<file path="src/hw/rtl/coap_message_stream_parser_macros.svh">
// Assertion macros shared by the CoAP stream parser RTL.
// No dependencies; included by files that carry concurrent assertions.
`ifndef COAP_MESSAGE_STREAM_PARSER_MACROS_SVH
`define COAP_MESSAGE_STREAM_PARSER_MACROS_SVH

`ifndef NO_ASSERTIONS

// property checked on every clock edge outside reset (reset active low)
`define CMSP_ASSERT_RST(label, clk, rst_n, prop, msg) \
    label: assert property (@(posedge clk) disable iff (!rst_n) prop) else $error(msg);

// property checked on every clock edge, reset included
`define CMSP_ASSERT_ALWAYS(label, clk, prop, msg) \
    label: assert property (@(posedge clk) prop) else $error(msg);

`else

`define CMSP_ASSERT_RST(label, clk, rst_n, prop, msg)
`define CMSP_ASSERT_ALWAYS(label, clk, prop, msg)

`endif

`endif

</file>
<file path="src/hw/rtl/cmsp_pkg.sv">
// Types, codes and helpers for the CoAP message stream parser.
// No dependencies; imported by cmsp_byte_step, the top level and the testbench.
package cmsp_pkg;

    localparam int unsigned MAX_TOKEN_RESET = 8;

    typedef enum logic [2:0] {
        PH_HEADER  = 3'd0,
        PH_TOKEN   = 3'd1,
        PH_OPTHDR  = 3'd2,
        PH_OPTVAL  = 3'd3,
        PH_MARKED  = 3'd4,
        PH_PAYLOAD = 3'd5,
        PH_STOPPED = 3'd6
    } t_phase;

    typedef enum logic [2:0] {
        ST_OK      = 3'd0,
        ST_TRUNC   = 3'd1,
        ST_VERSION = 3'd2,
        ST_TOKEN   = 3'd3,
        ST_OPTION  = 3'd4
    } t_status;

    typedef enum logic [2:0] {
        KIND_HEADER  = 3'd0,
        KIND_TOKEN   = 3'd1,
        KIND_OPTHDR  = 3'd2,
        KIND_OPTVAL  = 3'd3,
        KIND_MARKER  = 3'd4,
        KIND_PAYLOAD = 3'd5,
        KIND_IGNORED = 3'd6
    } t_kind;

    localparam logic [1:0] HDR_VERSION   = 2'd1;
    localparam logic [3:0] NIBBLE_EXT    = 4'hF;
    localparam logic [7:0] PAYLOAD_MARK  = 8'hFF;

    typedef struct packed {
        t_phase      phase;
        logic [1:0]  hdr_pos;
        logic [3:0]  remaining;
        logic [15:0] opt_num;
        logic [3:0]  opt_len;
        logic [1:0]  msg_type;
        logic [3:0]  tok_len;
        logic [7:0]  code;
        logic [15:0] msg_id;
        t_status     status;
    } t_msg_state;

    function automatic t_msg_state msg_clear();
        t_msg_state s;
        s = '0;
        s.phase  = PH_HEADER;
        s.status = ST_OK;
        return s;
    endfunction

endpackage

</file>
<file path="src/hw/rtl/cmsp_byte_step.sv">
// One-byte parse step of the CoAP stream parser: header, token, options, payload.
// Depends on cmsp_pkg.
module cmsp_byte_step (
    input  cmsp_pkg::t_msg_state i_state,
    input  logic [7:0]           i_byte,
    input  logic                 i_last,
    input  logic [3:0]           i_max_tok,
    output cmsp_pkg::t_msg_state o_post,   // state as reported for this byte
    output cmsp_pkg::t_msg_state o_next,   // state kept for the next byte
    output cmsp_pkg::t_kind      o_kind
);
    import cmsp_pkg::*;

    t_msg_state s;
    logic [3:0] delta;
    logic [3:0] len;

    assign delta = i_byte[7:4];
    assign len   = i_byte[3:0];

    always_comb begin
        s      = i_state;
        o_kind = KIND_IGNORED;
        case (i_state.phase)
            PH_HEADER: begin
                o_kind = KIND_HEADER;
                case (i_state.hdr_pos)
                    2'd0: begin
                        s.msg_type = i_byte[5:4];
                        s.tok_len  = i_byte[3:0];
                        if (i_byte[7:6] != HDR_VERSION) begin
                            s.status = ST_VERSION;
                        end
                        s.hdr_pos = 2'd1;
                    end
                    2'd1: begin
                        s.code    = i_byte;
                        s.hdr_pos = 2'd2;
                    end
                    2'd2: begin
                        s.msg_id  = {i_byte, 8'h00};
                        s.hdr_pos = 2'd3;
                    end
                    default: begin
                        s.msg_id  = {i_state.msg_id[15:8], i_byte};
                        s.hdr_pos = 2'd0;
                        if (i_state.status != ST_OK) begin
                            s.phase = PH_STOPPED;
                        end else if (i_state.tok_len > i_max_tok) begin
                            s.status = ST_TOKEN;
                            s.phase  = PH_STOPPED;
                        end else if (i_state.tok_len != 4'd0) begin
                            s.remaining = i_state.tok_len;
                            s.phase     = PH_TOKEN;
                        end else begin
                            s.phase = PH_OPTHDR;
                        end
                    end
                endcase
            end
            PH_TOKEN: begin
                o_kind      = KIND_TOKEN;
                s.remaining = i_state.remaining - 4'd1;
                if (s.remaining == 4'd0) begin
                    s.phase = PH_OPTHDR;
                end
            end
            PH_OPTHDR: begin
                if (i_byte == PAYLOAD_MARK) begin
                    o_kind  = KIND_MARKER;
                    s.phase = PH_MARKED;
                end else begin
                    o_kind = KIND_OPTHDR;
                    if (delta == NIBBLE_EXT || len == NIBBLE_EXT) begin
                        s.status = ST_OPTION;
                        s.phase  = PH_STOPPED;
                    end else begin
                        s.opt_num   = i_state.opt_num + {12'd0, delta};
                        s.opt_len   = len;
                        s.remaining = len;
                        s.phase     = (len != 4'd0) ? PH_OPTVAL : PH_OPTHDR;
                    end
                end
            end
            PH_OPTVAL: begin
                o_kind      = KIND_OPTVAL;
                s.remaining = i_state.remaining - 4'd1;
                if (s.remaining == 4'd0) begin
                    s.phase = PH_OPTHDR;
                end
            end
            PH_MARKED, PH_PAYLOAD: begin
                o_kind  = KIND_PAYLOAD;
                s.phase = PH_PAYLOAD;
            end
            default: begin
                o_kind = KIND_IGNORED;
            end
        endcase

        // truncation is judged only on the end byte; a short header wins over all
        if (i_last) begin
            if (s.phase == PH_HEADER) begin
                s.status = ST_TRUNC;
            end else if (s.status == ST_OK && (s.phase == PH_TOKEN ||
                         s.phase == PH_OPTVAL || s.phase == PH_MARKED)) begin
                s.status = ST_TRUNC;
            end
        end

        o_post = s;
        o_next = i_last ? msg_clear() : s;
    end

endmodule

</file>
<file path="src/hw/rtl/coap_message_stream_parser.sv">
// Top level of the CoAP message stream parser: stream ports, state and result registers.
// Depends on cmsp_pkg, cmsp_byte_step and coap_message_stream_parser_macros.svh.
//
// Takes one datagram byte per cycle unless stalled and returns one result per byte
// in the next cycle. The parse step for a byte is combinational logic from the message
// state registers into the result register, so a byte is accepted every cycle
// as long as the result register is empty or being drained in the same cycle;
// o_s_tready drops only while a result waits on i_m_tready. The byte with tlast
// set carries the final status (o_m_tlast) and clears the message state.
// max_token_length is written through the cfg channel, which is always ready.
module coap_message_stream_parser (
    input  logic        i_clk,
    input  logic        i_rst_n,
    input  logic        i_cfg_valid,
    output logic        o_cfg_ready,
    input  logic [3:0]  i_cfg_data,    // max_token_length
    input  logic        i_s_tvalid,
    output logic        o_s_tready,
    input  logic [7:0]  i_s_tdata,     // [7:0] data_byte
    input  logic        i_s_tlast,     // end_of_message
    output logic        o_m_tvalid,
    input  logic        i_m_tready,
    // [7:0] byte_value, [23:8] option_number, [27:24] option_length,
    // [29:28] message_type, [33:30] token_length, [41:34] message_code,
    // [57:42] msg_id, [60:58] parse_status, [63:61] zero
    output logic [63:0] o_m_tdata,
    output logic [2:0]  o_m_tuser,     // [2:0] byte_kind
    output logic        o_m_tlast      // message_done
);
    import cmsp_pkg::*;

    logic [3:0] r_max_tok;
    t_msg_state r_state;
    t_msg_state n_state;
    t_msg_state w_post;
    t_kind      w_kind;

    logic       r_out_valid;
    t_kind      r_out_kind;
    logic [7:0] r_out_byte;
    logic       r_out_last;
    t_msg_state r_out_state;

    logic       w_in_req;

    cmsp_byte_step u_step (
        .i_state   (r_state),
        .i_byte    (i_s_tdata),
        .i_last    (i_s_tlast),
        .i_max_tok (r_max_tok),
        .o_post    (w_post),
        .o_next    (n_state),
        .o_kind    (w_kind)
    );

    assign o_cfg_ready = 1'b1;
    assign o_s_tready  = !r_out_valid || i_m_tready;
    assign w_in_req    = i_s_tvalid && o_s_tready;

    always_ff @(posedge i_clk) begin
        if (!i_rst_n) begin
            r_max_tok <= 4'(MAX_TOKEN_RESET);
        end else if (i_cfg_valid) begin
            r_max_tok <= i_cfg_data;
        end
    end

    always_ff @(posedge i_clk) begin
        if (!i_rst_n) begin
            r_state     <= msg_clear();
            r_out_valid <= 1'b0;
        end else begin
            if (w_in_req) begin
                r_state <= n_state;
            end
            if (w_in_req) begin
                r_out_valid <= 1'b1;
            end else if (i_m_tready) begin
                r_out_valid <= 1'b0;
            end
        end
    end

    always_ff @(posedge i_clk) begin
        if (w_in_req) begin
            r_out_kind  <= w_kind;
            r_out_byte  <= i_s_tdata;
            r_out_last  <= i_s_tlast;
            r_out_state <= w_post;
        end
    end

    assign o_m_tvalid = r_out_valid;
    assign o_m_tuser  = r_out_kind;
    assign o_m_tlast  = r_out_last;
    assign o_m_tdata  = {3'd0,
                         r_out_state.status,
                         r_out_state.msg_id,
                         r_out_state.code,
                         r_out_state.tok_len,
                         r_out_state.msg_type,
                         r_out_state.opt_len,
                         r_out_state.opt_num,
                         r_out_byte};

`include "coap_message_stream_parser_macros.svh"

    `CMSP_ASSERT_RST(a_status_sticky, i_clk, i_rst_n,
        (w_in_req && !i_s_tlast && r_state.status != ST_OK)
        |=> (r_state.status == $past(r_state.status)),
        "status changed within a message")
    `CMSP_ASSERT_RST(a_clear_after_end, i_clk, i_rst_n,
        (w_in_req && i_s_tlast) |=> (r_state.phase == PH_HEADER &&
        r_state.hdr_pos == 2'd0 && r_state.status == ST_OK),
        "state not cleared after end byte")
    `CMSP_ASSERT_RST(a_stopped_has_error, i_clk, i_rst_n,
        (r_state.phase == PH_STOPPED) |-> (r_state.status != ST_OK),
        "stopped without error status")
    `CMSP_ASSERT_RST(a_ignored_has_error, i_clk, i_rst_n,
        (o_m_tvalid && o_m_tuser == KIND_IGNORED) |-> (o_m_tdata[60:58] != ST_OK),
        "ignored byte with ok status")

endmodule

</file>
<file path="config.mk">
export PLATFORM = sky130hd
export DESIGN_NAME = coap_message_stream_parser
export DESIGN_NICKNAME = d
export VERILOG_FILES = /design/src/hw/rtl/cmsp_pkg.sv /design/src/hw/rtl/cmsp_byte_step.sv /design/src/hw/rtl/coap_message_stream_parser.sv
export VERILOG_INCLUDE_DIRS = /design/src /design/src/hw/rtl
export SDC_FILE = /design/constraint.sdc
export NUM_CORES = 1
export LEC_CHECK = 0
export ABC_CLOCK_PERIOD_IN_PS = 3200
export BUFFER_PORTS_ARGS = -buffer_cell sky130_fd_sc_hd__buf_2
export CORE_MARGIN = 1
export CORE_UTILIZATION = 57
export DETAILED_ROUTE_END_ITERATION = 10
export PLACE_DENSITY = 0.76
export SKIP_LAST_GASP = 1
export SYNTH_ARGS = -nofsm -noshare
export SYNTH_HDL_FRONTEND = slang
export SYNTH_SLANG_ARGS = --single-unit
</file>
<file path="constraint.sdc">
create_clock -name i_clk -period 3.2 [get_ports i_clk]
set_input_delay 0 -clock i_clk [delete_from_list [all_inputs] [get_ports i_clk]]
set_output_delay 0 -clock i_clk [all_outputs]
set_load 0.05 [all_outputs]
</file>
==> results of run 1 <==
## how the worst max path moves through the flow
stage,startpoint,to,slack [ps],cells past startpoint
after CTS,r_state[57],o_m_tdata[58],550,7
final,r_state[57],o_m_tdata[58],540,7
after global routing,r_state[57],o_m_tdata[58],400,7
after global placement,r_state[57],o_m_tdata[58],630,7
after detailed placement,r_state[57],o_m_tdata[58],580,7
after floorplan,o_m_tvalid,r_state[42],330,7
## cell families (layout without fill, tap and decap cells)
kind of cell / after synthesis / in the layout / share of synthesized area (%)
AND/OR/NAND/NOR: 184 / 184 / 17.3
AO/OA/AOI/OAI: 143 / 143 / 16.4
buffers and inverters: 53 / 160 / 3.95
XOR/XNOR: 17 / 17 / 2.42
multiplexers: 17 / 17 / 3.06
other: 2 / 4 / 0.122
flip-flops: 132 / 132 / 53.6
adder cells (fa/ha/maj): 15 / 15 / 3.18
## metrics by stage
step           power (µW)  util (%)  std cells
4_1_cts              4220      71.5        808
5_1_grt              4320      71.5        808
6_report             4210      71.5        808
3_3_place_gp         2310      63.6        752
3_5_place_dp         2320      63.6        752
2_1_floorplan        2210         -        565
## report_power, final
group	internal (µW)	switching (µW)	total, µW
logic	122	342	464
clock network	1180	716	1900
registers	1830	17.8	1850
total	3130	1080	4210
## area by class of cell
cell class                      count  area (µm²)
Fill cell                         780        2950
Clock buffer                       18         418
Sequential cell                   132        3290
Timing Repair Buffer              114         706
Inverter                           14        52.6
Clock inverter                     14         160
Tap cell                          136         170
Multi-Input combinational cell    380        2620
## routing by layer
layer  share of wire [%]  vias up
li1                    -     2240
met1                  43     2295
met2                  49      189
met3                 5.9       31
met4                 2.0        0
met5                   0        -
## placed cells by master (no fill, tap or decap), types with 3 or more instances in the layout
cell type | netlist | final
buf_2 | 11 | 84
dfxtp_1 | 67 | 67
edfxtp_1 | 65 | 65
nand2_1 | 55 | 55
nor2b_1 | 47 | 47
a22oi_1 | 41 | 41
a21oi_1 | 26 | 26
dlygate4sd3_1 | 0 | 24
o21ai_0 | 19 | 19
nor2_1 | 18 | 18
clkbuf_16 | 0 | 16
ha_1 | 14 | 14
inv_1 | 13 | 13
mux2_2 | 13 | 13
a22o_1 | 13 | 13
and2_1 | 12 | 12
xnor2_1 | 9 | 9
xor2_1 | 8 | 8
nand3_1 | 8 | 8
a31oi_1 | 8 | 8
a21o_1 | 6 | 6
buf_4 | 6 | 6
nand2b_1 | 5 | 5
or3_1 | 5 | 5
a32o_1 | 5 | 5
and3_1 | 4 | 4
nor3_1 | 4 | 4
conb_1 | 2 | 4
clkinvlp_4 | 0 | 4
nand4_1 | 3 | 3
nor4_1 | 3 | 3
nor3b_1 | 4 | 3
a21boi_0 | 3 | 3
mux2i_1 | 3 | 3
clkinv_2 | 0 | 3
bufinv_16 | 0 | 3
## Yosys cell counts (2+ instances only)
master     n  area [µm²]
dfxtp_1   67        1340
edfxtp_1  65        1950
nand2_1   55         206
nor2b_1   47         294
a22oi_1   41         308
a21oi_1   26         130
clkbuf_1  19        71.3
o21ai_0   19        95.1
nor2_1    18        67.6
ha_1      14         175
a22o_1    13         114
inv_1     13        48.8
mux2_2    13         146
and2_1    12        75.1
buf_2     11        55.1
xnor2_1    9        78.8
a31oi_1    8        50.1
nand3_1    8        40.0
xor2_1     8        70.1
a21o_1     6        45.0
buf_4      6        45.0
a32o_1     5        50.1
nand2b_1   5        31.3
or3_1      5        31.3
and3_1     4        25.0
nor3_1     4        20.0
nor3b_1    4        30.0
a21boi_0   3        22.5
mux2i_1    3        30.0
nand4_1    3        18.8
nor4_1     3        18.8
a211oi_1   2        15.0
a32oi_1    2        17.5
buf_1      2        7.51
conb_1     2        7.51
nor3_2     2        20.0
o211ai_1   2        15.0
o21bai_1   2        15.0
o22ai_1    2        12.5
o31ai_1    2        15.0
## state kept, by name (all words and copies together) (netlist names)
register,flops
r_out_byte,8
o_m_tlast,1
o_m_tuser,3
r_max_tok,4
o_m_tdata,53
o_m_tvalid,1
r_state,62
## repair_timing
item	4_1_cts	5_1_grt
hold buffers	24	0
hold endpoints to repair	32	0
gates resized for setup	0	0
## worst reg2reg max path, cell delays in order, from the launching register on
cell and delay (ps):
dfxtp_1 400, ha_1 410, or4b_4 540, a211oi_2 160, nand2_1 150, o211ai_2 190
mux2_1 340, a31o_1 230
==> flow_summary_export.csv, run 1 <==
group,metric,value,unit
outcome,status,"finished clean",
sta,slew_headroom,54.0,%
logic_synthesis,ys.flop_type,"dfxtp_1",
power_and_ir_drop,p_leak,0.00291,µW
cells_and_area,fin_area,0.00742,mm²
cells_and_area,drive_gt1_share,22.3,%
detailed_routing,dr_total_vias,4755,
global_route,grtUsageMet2,44.8,%
hold_path,min-delay-start,"i_m_tready",
hold_path,min_to,"r_state[59]",
floorplanning,row_count,37,
critical_path,cp-start-kind,"register",
sta,fin_tns_setup,0,ps
place,port_buffers,84,
critical_path,worst_setup_path_end_kind,"register",
logic_synthesis,yosysSeqAreaShare,53.6,%
place,dp_hpwl,9080,µm
cts,htreeDepth,4,
global_route,grt_use_met1,35.0,%
detailed_routing,drt_iter0_drc,310,
critical_path,worst-path-buf-inv,0,
global_route,grt_usage,27.3,%
hold_path,whs_path_depth,5,
place,post_dp_cell_area,0.00660,mm²
critical_path,cp_max_fo,8,
cells_and_area,nNetsFinal,692,
global_route,grt-ovfl-total,0,
floorplanning,fp.dieW,106,µm
hold_path,hp-class,"input port to register",
sta,min_period,2660,ps
critical_path,critical_path_class,"register to register",
floorplanning,core,0.0104,mm²
cts,numClockSinks,132,
critical_path,slowest_delay,540,ps
cells_and_area,syn_to_final_growth,20.8,%
power_and_ir_drop,vdd_drop_max,0.000308,V
critical_path,cp_slowest_cell,"or4b_4",
global_route,met3_usage,5.57,%
global_route,grt_max_degree,45,
critical_path,cp_data_arrival_time,2920,ps
global_route,antenna_found_initial,0,
power_and_ir_drop,powerDensity,568,mW/mm²
cts,cts_root_buffer,"clkbuf_8",
global_route,first_global_vias,4606,
sta,max_freq,376,MHz
sta,fin_skew,8.37,ps
cts,clkTransAtPathRegs,60,ps
logic_synthesis,synth_edf_count,65,
logic_synthesis,synth_cell_types,68,
detailed_routing,routed_wl,14600,µm
sta,finalSetupViolCount,0,
place,pre_cts_ws,582,ps
cts,clk_latency,510,ps
sta,fin_crit_sh,83.2,%
logic_synthesis,syn_area,0.00614,mm²
detailed_routing,firstDrtPassIters,5,
detailed_routing,drtAntennaViolNets,0,
cts,post-cts-setup-buffer-count,0,
logic_synthesis,synth.avg_cell_area,10.9,µm²
floorplanning,io_pins,89,
floorplanning,dieArea,0.0112,mm²
critical_path,timing.rr.start,"r_state[57]",
sta,slew_violations,0,
floorplanning,die_y,106,µm
sta,finalHoldWorstSlack,242,ps
cells_and_area,antenna_cells,0,
detailed_routing,drc_errors,0,
flow_run,maxCapViolations,0,
critical_path,worst-r2r-setup-slack,540,ps
critical_path,r2r_cells,7,
cts,clockBufferDepth,2,
logic_synthesis,synthArstFlopShare,0,%
critical_path,path_delay_family,"simple AND/OR/NAND/NOR gates",
cts,cts_tree,"built",
cts,cts_buffers,17,
sta,final.setup.worst_slack,538,ps
sta,hold_viol_final,0,
logic_synthesis,syn_inst,563,
global_route,grt_most_used_layer,"met2",
sta,rsz0062_at_grt,"false",
place,gp_congestion,0.879,
logic_synthesis,ys_warn_count,0,
logic_synthesis,ys_ff_latch,132,
floorplanning,start_util,59.2,%
detailed_routing,post_drt_wl_per_cell,18.0,µm
critical_path,crit_chain,"ha_1 -> or4b_4 -> a211oi_2 -> nand2_1 -> o211ai_2 -> mux2_1 -> a31o_1",
sta,tightest_slew,689,ps
detailed_routing,vias_per_cell,5.88,
global_route,grt_pass1_wl,23400,µm
critical_path,cp.required,3460,ps
critical_path,worstReg2RegEnd,"o_m_tdata[58]",
(Power assumes the default switching activity.)
==> inputs of run 2 (changes only) <==
--- a/config.mk
+++ b/config.mk
@@ -6,7 +6,7 @@
 export SDC_FILE = /design/constraint.sdc
 export NUM_CORES = 1
 export LEC_CHECK = 0
-export ABC_CLOCK_PERIOD_IN_PS = 3200
+export ABC_CLOCK_PERIOD_IN_PS = 2600
 export BUFFER_PORTS_ARGS = -buffer_cell sky130_fd_sc_hd__buf_2
 export CORE_MARGIN = 1
 export CORE_UTILIZATION = 57
==> constraint.sdc (replaced) <==
create_clock -name i_clk -period 2.6 [get_ports i_clk]
set_input_delay 0 -clock i_clk [delete_from_list [all_inputs] [get_ports i_clk]]
set_output_delay 0 -clock i_clk [all_outputs]
set_load 0.05 [all_outputs]
==> flow_summary_export.csv, run 2 (same netlist as run 1, synthesis figures left out) <==
group,metric,value,unit
floorplanning,die_y,106,µm
hold_path,whs_path_depth,2,
sta,max_freq,422,MHz
detailed_routing,drtAntennaViolNets,0,
critical_path,path_delay_family,"simple AND/OR/NAND/NOR gates",
sta,slew_headroom,53.1,%
detailed_routing,firstDrtPassIters,8,
sta,rsz0062_at_grt,"false",
place,gp_congestion,0.871,
global_route,antenna_found_initial,0,
detailed_routing,wl_met2,7030,µm
floorplanning,row_count,37,
cts,cts_buffers,17,
flow_run,maxCapViolations,0,
sta,fin_tns_setup,0,ps
detailed_routing,top_layer,"met4",
critical_path,worstReg2RegEnd,"o_m_tdata[58]",
power_and_ir_drop,vdd_drop_max,0.000406,V
critical_path,worst_setup_path_end_kind,"register",
cells_and_area,antenna_cells,0,
hold_path,min-delay-start,"i_rst_n",
place,dp_hpwl,9310,µm
cts,cts_tree,"built",
critical_path,cp.required,2870,ps
global_route,first_global_vias,4561,
detailed_routing,met1Wirelength,6230,µm
detailed_routing,vias_per_cell,5.93,
sta,finalHoldWorstSlack,37.3,ps
floorplanning,dieArea,0.0112,mm²
cells_and_area,final_common_cell,"buf_2",
cts,htreeDepth,4,
global_route,grt_usage,26.6,%
detailed_routing,drt_iter0_drc,338,
critical_path,slowest_delay,490,ps
global_route,grt_max_degree,43,
floorplanning,io_pins,89,
critical_path,r2r_cells,7,
power_and_ir_drop,powerDensity,708,mW/mm²
critical_path,cp_data_arrival_time,2640,ps
sta,finalSetupViolCount,0,
cts,clk_latency,510,ps
cells_and_area,final_cell_mix,"buf_2, dfxtp_1, edfxtp_1, nand2_1, nor2b_1",
sta,min_period,2370,ps
detailed_routing,routed_wl,14300,µm
hold_path,hp-class,"input port to register",
outcome,status,"finished clean",
place,port_buffers,84,
cts,numClockSinks,132,
detailed_routing,dr_total_vias,4807,
floorplanning,fp.dieW,106,µm
cells_and_area,fin_util,71.8,%
global_route,grt_pass1_wl,22900,µm
cells_and_area,top_register,"r_state",
sta,fin_crit_sh,91.2,%
cells_and_area,nNetsFinal,694,
cells_and_area,drive_gt1_share,23.3,%
critical_path,cp-start-kind,"register",
critical_path,worst-r2r-setup-slack,230,ps
sta,fin_skew,7.91,ps
power_and_ir_drop,finalPower,5270,µW
sta,hold_viol_final,0,
cts,post-cts-setup-buffer-count,0,
detailed_routing,wl_met3,864,µm
cells_and_area,fillers,754,
cells_and_area,syn_to_final_growth,21.3,%
power_and_ir_drop,p_leak,0.00294,µW
hold_path,min_to,"r_state[42]",
sta,slew_violations,0,
global_route,grt-ovfl-total,0,
critical_path,cp_max_fo,5,
sta,final.setup.worst_slack,229,ps
critical_path,cp_slowest_cell,"or4b_4",
cells_and_area,largest_reg_flops,62,
cts,cts_root_buffer,"clkbuf_8",
sta,tightest_slew,703,ps
critical_path,crit_chain,"ha_1 -> or4b_4 -> a211oi_2 -> nand2_1 -> o211ai_2 -> mux2_1 -> a31o_1",
critical_path,worst-path-buf-inv,0,
critical_path,timing.rr.start,"r_state[57]",
detailed_routing,drc_errors,0,
place,pre_cts_ws,238,ps
critical_path,critical_path_class,"register to register",
floorplanning,core,0.0104,mm²
cts,clockBufferDepth,2,
cts,clkTransAtPathRegs,60,ps
floorplanning,start_util,59.2,%
detailed_routing,post_drt_wl_per_cell,17.6,µm
run 2: cell types whose count changed in the layout (fill, tap and decap cells not counted):
cell           previous run  this run
clkinv_1                  2         0
clkbuf_1                  1         2
bufinv_16                 3         4
buf_4                     6        12
inv_2                     1         0
inv_4                     0         1
clkinvlp_4                4         2
clkinv_4                  0         1
clkinv_2                  3         4
dlygate4sd3_1            24        20
run 2: timing repair:
action | in CTS | in global routing
resized for setup | 0 | 0
hold buffers | 20 | 0
endpoints found under the hold margin | 25 | 0
run 2: worst reg2reg max path, cell delays in order (launching register included):
cell and delay [ps]:
dfxtp_1 410, ha_1 200, or4b_4 490, a211oi_2 150, nand2_1 130, o211ai_2 200, mux2_1 340, a31o_1 210
run 2: where the power goes:
part / internal (µW) / switching (µW)
clock: 1560 / 873
sequential: 2250 / 23.2
combinational: 147 / 419
total: 3960 / 1310
run 2: layout make-up:
class,count,area (µm²),area share (%)
clock buffer,19,422,5.66
multi-input combinational,380,2620,35.1
clock inverter,13,181,2.44
inverter,14,55.1,0.739
timing repair buffer,116,711,9.54
sequential,132,3290,44.2
tap,136,170,2.28
run 2: routing by layer:
layer  global-route usage [%]  up-vias
li1                         -     2248
met1                     34.9     2352
met2                     43.7      195
met3                     5.94       12
met4                     8.33        0
met5                        0        -
run 2: worst max path at each step:
stage                  from            end  slack, ps  cells after the start
5_1_grt        r_max_tok[3]  o_m_tdata[58]        130                      8
2_1_floorplan    o_m_tvalid    r_state[42]          5                      7
3_5_place_dp    r_state[57]  o_m_tdata[58]        240                      7
6_report        r_state[57]  o_m_tdata[58]        230                      7
4_1_cts         r_state[57]  o_m_tdata[58]        240                      7
3_3_place_gp    r_state[57]  o_m_tdata[58]        300                      7
run 2: per-stage QoR:
step,instances,instance area (µm²)
floorplan,565,6150
global placement,758,6650
detailed placement,758,6650
CTS,810,7450
global route,810,7450
finish,810,7450
